### src/hw/rtl/ile_pkg.sv
// Shared types and constants for the indexed list engine.
package ile_pkg;

  localparam int POS_W = 6;
  localparam int VAL_W = 32;
  localparam int CNT_OUT_W = 7;
  localparam logic [VAL_W-1:0] NO_VALUE = '1;

  typedef enum logic [3:0] {
    OP_ADD_END   = 4'd0,
    OP_REM_END   = 4'd1,
    OP_ADD_FRONT = 4'd2,
    OP_REM_FRONT = 4'd3,
    OP_INSERT    = 4'd4,
    OP_REM_AT    = 4'd5,
    OP_READ      = 4'd6,
    OP_WRITE     = 4'd7,
    OP_CLEAR     = 4'd8
  } op_t;

  typedef enum logic [1:0] {
    ST_OK    = 2'd0,
    ST_EMPTY = 2'd1,
    ST_RANGE = 2'd2,
    ST_FULL  = 2'd3
  } status_t;

endpackage

### src/hw/rtl/indexed_list_engine.sv
// Bounded indexed list: entries in a single-port RAM, shifts done one entry at a time.
//
//   channel   handshake          payload
//   request   start / busy       op, item_value, position
//   result    done (strobe)      read_value, status, count_after
//
// A request is taken when start is high and busy is low; its result beat comes in the next
// cycle for errors, add end, write, clear, unused codes and add front on an empty list.
// Read, and removal with nothing above the entry, pass through S_CAPT; other removals loop
// S_SH_WR/S_SH_RD after it, insertion loops S_OG_WR/S_OG_RD, then S_OG_FIN. Each move after
// the first costs a read and a write on the RAM port. Synchronous reset empties the list;
// RAM is not cleared. The receiver cannot stall: done is high for one cycle per result.
module indexed_list_engine #(
  parameter int CAPACITY = 64
) (
  input  logic                              clk,
  input  logic                              rst,
  input  logic                              start,
  output logic                              busy,
  input  logic [3:0]                        op,
  input  logic signed [ile_pkg::VAL_W-1:0]  item_value,
  input  logic [ile_pkg::POS_W-1:0]         position,
  output logic                              done,
  output logic signed [ile_pkg::VAL_W-1:0]  read_value,
  output logic [1:0]                        status,
  output logic [ile_pkg::CNT_OUT_W-1:0]     count_after
);

  localparam int AW  = (CAPACITY > 1) ? $clog2(CAPACITY) : 1;
  localparam int CW  = $clog2(CAPACITY + 1);
  localparam int CW1 = CW + 1;
  localparam int PW  = (CW > ile_pkg::POS_W) ? CW : ile_pkg::POS_W;
  localparam logic [CW-1:0] CAP_C = CW'(CAPACITY);

  typedef enum logic [6:0] {
    S_IDLE   = 7'b0000001,
    S_CAPT   = 7'b0000010,
    S_SH_RD  = 7'b0000100,
    S_SH_WR  = 7'b0001000,
    S_OG_RD  = 7'b0010000,
    S_OG_WR  = 7'b0100000,
    S_OG_FIN = 7'b1000000
  } state_t;

  state_t state, state_next;
  logic [CW-1:0] count, count_next;
  logic [CW-1:0] idx, idx_next;
  logic [CW-1:0] at, at_next;
  logic          is_remove, is_remove_next;
  logic [ile_pkg::VAL_W-1:0] val_hold;
  logic [ile_pkg::VAL_W-1:0] rv, rv_next;
  logic [1:0]    st, st_next;
  logic          done_next;
  logic          done_q;
  logic [ile_pkg::CNT_OUT_W-1:0] cnt_out, cnt_out_next;

  logic [ile_pkg::VAL_W-1:0] mem [CAPACITY];
  logic [ile_pkg::VAL_W-1:0] rdata;
  logic                      mem_we;
  logic [AW-1:0]             mem_addr;
  logic [ile_pkg::VAL_W-1:0] mem_wdata;

  logic          accept;
  logic [PW-1:0] pos_ext;
  logic [PW-1:0] count_ext;
  logic          in_range;
  logic          full;
  logic          empty;
  logic [CW-1:0] pos_c;
  logic [CW-1:0] idx_inc;
  logic [CW-1:0] idx_dec;
  logic [CW-1:0] cnt_inc;
  logic [CW-1:0] cnt_dec;

  assign busy      = (state != S_IDLE);
  assign accept    = start && !busy;
  assign pos_ext   = PW'(position);
  assign count_ext = PW'(count);
  assign in_range  = pos_ext < count_ext;
  assign full      = (count == CAP_C);
  assign empty     = (count == '0);
  assign pos_c     = CW'(pos_ext);
  assign idx_inc   = idx + CW'(1);
  assign idx_dec   = idx - CW'(1);
  assign cnt_inc   = count + CW'(1);
  assign cnt_dec   = count - CW'(1);

  assign done        = 1'b0 | done_q;
  assign read_value  = rv;
  assign status      = st;
  assign count_after = cnt_out;

  always_comb begin
    state_next     = state;
    count_next     = count;
    idx_next       = idx;
    at_next        = at;
    is_remove_next = is_remove;
    rv_next        = rv;
    st_next        = st;
    done_next      = 1'b0;
    cnt_out_next   = cnt_out;
    mem_we         = 1'b0;
    mem_addr       = idx[AW-1:0];
    mem_wdata      = rdata;

    case (state)
      S_IDLE: begin
        if (accept) begin
          // default: a result with no value, given straight from idle
          rv_next   = ile_pkg::NO_VALUE;
          st_next   = ile_pkg::ST_OK;
          done_next = 1'b1;
          case (ile_pkg::op_t'(op))
            ile_pkg::OP_ADD_END: begin
              if (full) begin
                st_next = ile_pkg::ST_FULL;
              end else begin
                mem_we     = 1'b1;
                mem_addr   = count[AW-1:0];
                mem_wdata  = item_value;
                count_next = cnt_inc;
              end
            end
            ile_pkg::OP_REM_END, ile_pkg::OP_REM_FRONT, ile_pkg::OP_REM_AT,
            ile_pkg::OP_READ: begin
              if (empty && ile_pkg::op_t'(op) != ile_pkg::OP_READ) begin
                st_next = ile_pkg::ST_EMPTY;
              end else if (ile_pkg::op_t'(op) == ile_pkg::OP_REM_END) begin
                mem_addr       = cnt_dec[AW-1:0];
                idx_next       = cnt_dec;
                is_remove_next = 1'b1;
                done_next      = 1'b0;
                state_next     = S_CAPT;
              end else if (ile_pkg::op_t'(op) == ile_pkg::OP_REM_FRONT) begin
                mem_addr       = '0;
                idx_next       = '0;
                is_remove_next = 1'b1;
                done_next      = 1'b0;
                state_next     = S_CAPT;
              end else if (!in_range) begin
                st_next = ile_pkg::ST_RANGE;
              end else begin
                mem_addr       = pos_ext[AW-1:0];
                idx_next       = pos_c;
                is_remove_next = (ile_pkg::op_t'(op) == ile_pkg::OP_REM_AT);
                done_next      = 1'b0;
                state_next     = S_CAPT;
              end
            end
            ile_pkg::OP_ADD_FRONT, ile_pkg::OP_INSERT: begin
              if (ile_pkg::op_t'(op) == ile_pkg::OP_INSERT && !in_range) begin
                st_next = ile_pkg::ST_RANGE;
              end else if (full) begin
                st_next = ile_pkg::ST_FULL;
              end else begin
                at_next = (ile_pkg::op_t'(op) == ile_pkg::OP_INSERT) ? pos_c : '0;
                if (count == at_next) begin
                  // nothing to move: just place the value
                  mem_we     = 1'b1;
                  mem_addr   = at_next[AW-1:0];
                  mem_wdata  = item_value;
                  count_next = cnt_inc;
                end else begin
                  mem_addr   = cnt_dec[AW-1:0];
                  idx_next   = count;
                  done_next  = 1'b0;
                  state_next = S_OG_WR;
                end
              end
            end
            ile_pkg::OP_WRITE: begin
              if (!in_range) begin
                st_next = ile_pkg::ST_RANGE;
              end else begin
                mem_we    = 1'b1;
                mem_addr  = pos_ext[AW-1:0];
                mem_wdata = item_value;
              end
            end
            ile_pkg::OP_CLEAR: begin
              count_next = '0;
            end
            default: begin
            end
          endcase
          if (done_next) begin
            cnt_out_next = ile_pkg::CNT_OUT_W'(count_next);
          end
        end
      end

      S_CAPT: begin
        rv_next = rdata;
        st_next = ile_pkg::ST_OK;
        if (is_remove && (({1'b0, idx} + CW1'(1)) < {1'b0, count})) begin
          mem_addr   = idx_inc[AW-1:0];
          state_next = S_SH_WR;
        end else begin
          if (is_remove) begin
            count_next = cnt_dec;
          end
          done_next    = 1'b1;
          cnt_out_next = ile_pkg::CNT_OUT_W'(count_next);
          state_next   = S_IDLE;
        end
      end

      S_SH_RD: begin
        mem_addr   = idx_inc[AW-1:0];
        state_next = S_SH_WR;
      end

      S_SH_WR: begin
        // move entry idx+1 down to idx
        mem_we    = 1'b1;
        mem_addr  = idx[AW-1:0];
        mem_wdata = rdata;
        idx_next  = idx_inc;
        if (({1'b0, idx} + CW1'(2)) < {1'b0, count}) begin
          state_next = S_SH_RD;
        end else begin
          count_next   = cnt_dec;
          done_next    = 1'b1;
          cnt_out_next = ile_pkg::CNT_OUT_W'(cnt_dec);
          state_next   = S_IDLE;
        end
      end

      S_OG_RD: begin
        mem_addr   = idx_dec[AW-1:0];
        state_next = S_OG_WR;
      end

      S_OG_WR: begin
        // move entry idx-1 up to idx
        mem_we    = 1'b1;
        mem_addr  = idx[AW-1:0];
        mem_wdata = rdata;
        idx_next  = idx_dec;
        state_next = (idx_dec > at) ? S_OG_RD : S_OG_FIN;
      end

      S_OG_FIN: begin
        mem_we       = 1'b1;
        mem_addr     = at[AW-1:0];
        mem_wdata    = val_hold;
        count_next   = cnt_inc;
        done_next    = 1'b1;
        cnt_out_next = ile_pkg::CNT_OUT_W'(cnt_inc);
        state_next   = S_IDLE;
      end

      default: begin
        state_next = S_IDLE;
      end
    endcase
  end

  always_ff @(posedge clk) begin
    if (rst) begin
      state     <= S_IDLE;
      count     <= '0;
      done_q    <= 1'b0;
      is_remove <= 1'b0;
    end else begin
      state     <= state_next;
      count     <= count_next;
      done_q    <= done_next;
      is_remove <= is_remove_next;
    end
  end

  always_ff @(posedge clk) begin
    idx     <= idx_next;
    at      <= at_next;
    rv      <= rv_next;
    st      <= st_next;
    cnt_out <= cnt_out_next;
    if (accept) begin
      val_hold <= item_value;
    end
  end

  // single-port RAM, registered read
  always_ff @(posedge clk) begin
    if (mem_we) begin
      mem[mem_addr] <= mem_wdata;
    end else begin
      rdata <= mem[mem_addr];
    end
  end

  a_count_bound: assert property (@(posedge clk) disable iff (rst)
    count <= CAP_C)
    else $error("list count above capacity");

  a_done_cause: assert property (@(posedge clk) disable iff (rst)
    done |-> ($past(start && !busy) || $past(busy)))
    else $error("result beat without a request in flight");

  a_full_count: assert property (@(posedge clk) disable iff (rst)
    (done && status == ile_pkg::ST_FULL) |-> count_after == ile_pkg::CNT_OUT_W'(CAPACITY))
    else $error("full status with list not full");

  a_empty_count: assert property (@(posedge clk) disable iff (rst)
    (done && status == ile_pkg::ST_EMPTY) |-> count_after == '0)
    else $error("empty status with entries present");

endmodule

### config.mk
export PLATFORM = sky130hd
export DESIGN_NAME = indexed_list_engine
export DESIGN_NICKNAME = d
export VERILOG_FILES = /design/src/hw/rtl/ile_pkg.sv /design/src/hw/rtl/indexed_list_engine.sv
export SDC_FILE = /design/constraint.sdc
export NUM_CORES = 2
export LEC_CHECK = 0
export ABC_AREA = 1
export BUFFER_PORTS_ARGS = -buffer_cell sky130_fd_sc_hd__buf_4
export CAP_MARGIN = 5
export CELL_PAD_IN_SITES_DETAIL_PLACEMENT = 0
export CELL_PAD_IN_SITES_GLOBAL_PLACEMENT = 1
export CORE_ASPECT_RATIO = 1.2
export CORE_MARGIN = 3
export CORE_UTILIZATION = 25
export DETAILED_ROUTE_END_ITERATION = 8
export GPL_TIMING_DRIVEN = 0
export PLACE_DENSITY_LB_ADDON = 0.08
export SETUP_SLACK_MARGIN = 0.1
export SYNTH_ARGS = -nofsm -noshare
export SYNTH_HDL_FRONTEND = slang
export SYNTH_SLANG_ARGS = --single-unit
### constraint.sdc
create_clock -name clk -period 7.4 [get_ports clk]
set_input_delay 0.37 -clock clk [delete_from_list [all_inputs] [get_ports clk]]
set_output_delay 0.37 -clock clk [all_outputs]
set_load 0.05 [all_outputs]
; ---- Word-level counts from Yosys, hierarchy flattened
; Memories as Yosys holds them, arrays and structs flattened. A register that Yosys moved wholly into a read port is not among the register bits.
; Cells that the tools add are included.
; Widths: inputs -> output; s select.
[classes]
add_sub_neg = 6
bitwise = 3
order_cmp = 4
n_reduce_logical = 23
muxes = 94
n_eq_ne = 29
[ops]
columns = op, count
row1 = $mux 32, 7
row2 = $mux 7, 27
row3 = $pmux 32 s2, 2
row4 = $pmux 32 s3, 1
row5 = $mux 6, 11
row6 = $pmux 7 s4, 2
row7 = $pmux 7 s3, 2
row8 = $pmux 7 s6, 1
row9 = $pmux 6 s5, 1
row10 = $pmux 7 s2, 2
row11 = $pmux 6 s4, 1
row12 = $mux 1, 22
row13 = $eq 4x3->1 const B, 4
row14 = $lt 8x7->1, 2
row15 = $reduce_and 5->1, 3
row16 = $add 7x1->7 const B, 2
row17 = $eq 7x7->1 const B, 2
row18 = $mux 2, 7
row19 = $sub 7x1->7 const B, 2
row20 = $ne 3x3->1 const B, 4
row21 = $add 7x1->8 const B, 1
row22 = $add 7x2->8 const B, 1
row23 = $eq 4x2->1 const B, 2
row24 = $ne 2x2->1 const B, 4
row25 = 37 further kinds, 46
[totals]
inputBits = 45
reg_bits = 103
mem_bits_rw = 2048
out_inout_bits = 43
word_cells = 170
memories = 1
[mem_list]
columns = memory, depth, word_bits, read_ports, rd_ports_with_merged_regs, write_ports, line_no
row1 = mem, 64, 32, 1, 1, 1, indexed_list_engine.sv:57  ; logic [ile_pkg::VAL_W-1:0] mem [CAPACITY];

; ---- Logic depth before layout (Yosys ltp)
[depth]
ltp_word = 12
ltp_mapped = 27
ltp_nobuf = 24

; ---- Worst setup path after synthesis
; Ideal clock, no wire load.
[synth_timing]
path_kind = reg2reg
startpoint = register state[4]
endpoint = memory mem[0][0] (netlist name), data pin
path_slack_ps = 1999
n_path_buf = 0
arrival_ps = 4699
path_stages_with_launch = 10
path_cell_list = dfxtp_1 nor2_1 nand2_1 nor2_2 nand2_1 inv_1 o31ai_1 nor2_1 o21ai_0 o21ai_0
[synth_via]
elab_chain_cells = 5
word_cells_on_any_way = 7
cone_classes = 3 x eq/ne / 2 x mux / 2 x reduce/logical
[synth_rtl]
columns = item, line_no
row1 = "start, declared", indexed_list_engine.sv:45  ; state_t state, state_next;
row2 = "start signal, assigned", indexed_list_engine.sv:267  ; state <= state_next;
row3 = $ne 7x1->1, indexed_list_engine.sv:75  ; assign busy = (state != S_IDLE);
row4 = $logic_not 1->1, indexed_list_engine.sv:76  ; assign accept = start && !busy;
row5 = $logic_and 1x1->1, indexed_list_engine.sv:76
row6 = net accept, indexed_list_engine.sv:63  ; logic accept;
row7 = $mux 32, indexed_list_engine.sv:109  ; if (accept) begin
row8 = $pmux 32 s2, indexed_list_engine.sv:107  ; case (state)
row9 = net mem_wdata (one bit), indexed_list_engine.sv:61  ; logic [ile_pkg::VAL_W-1:0] mem_wdata;
row10 = "end, declared", indexed_list_engine.sv:57
; The timed path passes the listed nets, and every way through them passes these cells.

; ---- Final worst setup path
[layout_timing]
startpoint = register count[1]
endpoint = memory mem[45][12] (netlist name), enable pin
[layout_via]
elab_chain_cells = 9
word_cells_on_any_way = 32
cone_classes = 1 x add/sub / 2 x order compare / 2 x eq/ne / 22 x mux / 5 x reduce/logical
[layout_rtl]
columns = item, line_no
row1 = "start, declared", indexed_list_engine.sv:46  ; logic [CW-1:0] count, count_next;
row2 = "start signal, assigned", indexed_list_engine.sv:268  ; count <= count_next;
row3 = "parallel branches: the longest is 9 deep, another holds $lt 6x7->1", --
; Parallel ways; which one is timed is not known.

==> impl_metrics.ini <==
[outcome]
status = complete, no violations

[pwr]
vdd_drop_max_mv = 0.1622
p_leak_nw = 45.00
power-per-cell-area_nw_per_um2 = 335.2

[global_routing]
grt_antenna_before_repair = 50
grt_util_all_layers_pct = 22.89
grt_overflow = 0
grt_pass1_vias = 68970
grt_max_degree = 35
grt_pass1_wl_um = 604200

[timing]
fin_crit_ps = 7132
rsz0062_at_grt = false
fin_setup_tns_ps = 0
fin_crit_sh_pct = 96.38
slew_viol_final = 0
tightest_slew_ps = 1152
max_slew_margin_pct = 23.23
setup_violations = 0
max_freq_mhz = 140.2
clock_skew_ps = 67.09
finalHoldViolCount = 0
fin_ws_ps = 267.9

[synthesis]
synth_seq_cells = 2182
ys_warn_count = 0
ys_types = 47
synth_ff_type = edfxtp_1
synthArstFlopShare_pct = 0
synth_area_sq_um = 94050
syn_inst = 8734
syn_nets = 8809
synth_edf_count = 2166
seq_area_frac_synth_pct = 69.50
syn_area_per_cell_sq_um = 10.77

[worst_setup_path]
critical_path.slowest_cell = nor2_4
cp.required_ps = 7990
worstPathCellList = clkbuf_1 -> inv_1 -> ha_1 -> nand2_1 -> nor2_1 -> nand3_1 -> nor2_1 -> nand2_1 -> nand2_1 -> o21ai_1 -> a21oi_1 -> o21ai_1 -> nand2_1 -> nand4_1 -> inv_1 -> nor2_1 -> buf_2 -> inv_1 -> nor2_4 -> buf_12
cpPeakStageDelay_ps = 850
r2r-end = mem[45][12]
path_max_fanout = 23
crit_buf_inv = 6
cp_common_cell = nand2_1
arrival_ps = 7720
reg2reg_slack_ps = 270
r2r_cells = 20
end_kind = register
crit_family = simple AND/OR/NAND/NOR gates
worst-setup-path-type = register to register
startpoint_type = register
r2r-start = count[1]

[routing]
num_vias = 70170
ant_nets = 0
drc = 0
wl_per_cell_um = 30.69
wl_um = 451700
firstDrtPassIters = 8
drt_iter0_drc = 6446
via_per_inst = 4.768

[die]
pin_count = 88
rows = 246
dieArea_sq_um = 383600
die_h_um = 677.9
die_x_um = 565.9
start_util_pct = 25.13
core_area_sq_um = 374300

[final_layout]
drive_gt1_share_pct = 13.19
fin_cells = 14720
final_common_cell = nand2_1
final_cell_mix = nand2_1, edfxtp_1, nand4_1, o21ai_1, inv_1
n_fill_cell = 38710
syn2layout_area_growth_pct = 22.63
nNetsFinal = 9616

[clock_network]
root_buffer = clkbuf_16
cts.sinks = 2182
clk_path_buf_depth = 4
cts_buffers = 264
clk_latency_ps = 910
path_clk_slew_ps = 60
htreeDepth = 5
cts_tree = yes

[hold_path]
holdCritStartpoint = start
hold_class = input pin to register
holdPathStages = 5
min_to = done

[place]
port_buffers = 87
dp_hpwl_um = 341900
post-place-cells = 14110
gp_congestion = 0.8684
place_ws_ps = 39.71

[job]
maxCapViolCount = 0
## cells by family after synthesis
| logic type | Yosys count | share of synthesized area [%] |
|---|---|---|
| AO/OA/AOI/OAI | 728 | 4.120 |
| XOR/XNOR | 19 | 0.1769 |
| flip-flops | 2182 | 69.50 |
| buffers and inverters | 976 | 4.376 |
| AND/OR/NAND/NOR | 4798 | 21.42 |
| multiplexers | 1 | 0.01064 |
| adder cells (fa/ha/maj) | 30 | 0.3991 |
## synthesized netlist by cell type, types with 5 or more instances
cell type / number / area, sq um
xor2_1: 16 / 140.1
buf_1: 20 / 75.07
nand3_2: 6 / 60.06
nor3_1: 11 / 55.05
buf_4: 17 / 127.6
a22oi_1: 7 / 52.55
nor2_2: 12 / 75.07
nor2_1: 197 / 739.5
edfxtp_1: 2166 / 65040
nand2_1: 3742 / 14050
inv_1: 391 / 1468
clkbuf_1: 232 / 870.8
nand3_1: 37 / 185.2
buf_2: 297 / 1486
a21oi_1: 54 / 270.3
nand4_1: 781 / 4886
a211oi_1: 7 / 52.55
o21ai_0: 172 / 860.8
ha_1: 30 / 375.4
inv_2: 12 / 45.04
o211ai_1: 29 / 217.7
o22ai_1: 7 / 43.79
dfxtp_1: 16 / 320.3
o2111ai_1: 5 / 43.79
a221oi_1: 8 / 70.07
o21ai_1: 422 / 2112
## worst min-delay path, cell delays in order
cell and delay (ps):
buf_4 150, nor2_1 160, nor2_1 100, nand2_1 90, nor2_1 40
## flip-flops by register name, summed over array words and instances (netlist names)
register,flops
val_hold,32
idx,7
count,7
rdata,32
count_after,7
at,6
done,1
state,7
is_remove,1
read_value,32
mem,2048
status,2
## how the worst max path moves through the flow
stage / start / end / slack [ps] / cells after the start
2_1_floorplan: state[4] / mem[0][0] / 2000 / 9
3_3_place_gp: state[4] / mem[56][9] / -9890 / 9
3_5_place_dp: count[1] / mem[48][11] / 40 / 21
4_1_cts: count[1] / mem[52][14] / 110 / 21
5_1_grt: idx[0] / mem[25][7] / 80 / 18
6_report: count[1] / mem[45][12] / 270 / 20
## power breakdown
part           switching (W)  total (W)  internal (W)  leakage [nW]
clock                0.00532     0.0125       0.00716          3.92
sequential         0.0000893     0.0154        0.0153          19.9
combinational        0.00818     0.0108       0.00260          21.2
total                 0.0136     0.0387        0.0251          45.0
## routing by layer
layer	up-vias	routed length, um	GRT usage, %	share of wire [%]
met5	-	26	0	0.0058
met4	4	20370	8.948	4.5
met3	606	21450	2.845	4.7
met2	2219	223100	40.05	49
met1	35400	186700	28.63	41
li1	31940	-	-	-
## layout make-up
class	instances	area [sq um]	share of cell area, %
Antenna cell	20	50.05	0.04340
Sequential cell	2182	65360	56.68
Timing Repair Buffer	542	6382	5.534
Inverter	408	1535	1.331
Clock inverter	115	749.5	0.6499
Buffer	567	2589	2.245
Multi-Input combinational cell	5576	25200	21.85
Clock buffer	346	7254	6.290
Tap cell	4960	6206	5.381
## repair_timing
| item | in CTS | in global routing |
|---|---|---|
| resized for setup | 0 | 4 |
| hold buffers | 43 | 0 |
| endpoints found under the hold margin | 73 | 0 |
| endpoints found under the setup margin | 127 | 790 |
| setup buffers | 19 | 62 |
| pin swaps | 7 | 26 |
## metrics by stage
stage	cell area [sq um]	hold WS (ps)	util, %	power (W)
6_report	115300	91.42	30.81	0.03865
5_1_grt	115300	125.1	30.80	0.04013
2_1_floorplan	94050	446.8	-	0.01984
4_1_cts	114600	14.15	30.62	0.03919
3_3_place_gp	100900	545.8	26.96	0.02610
3_5_place_dp	106000	547.0	28.31	0.02655
(Power assumes the default switching activity.)
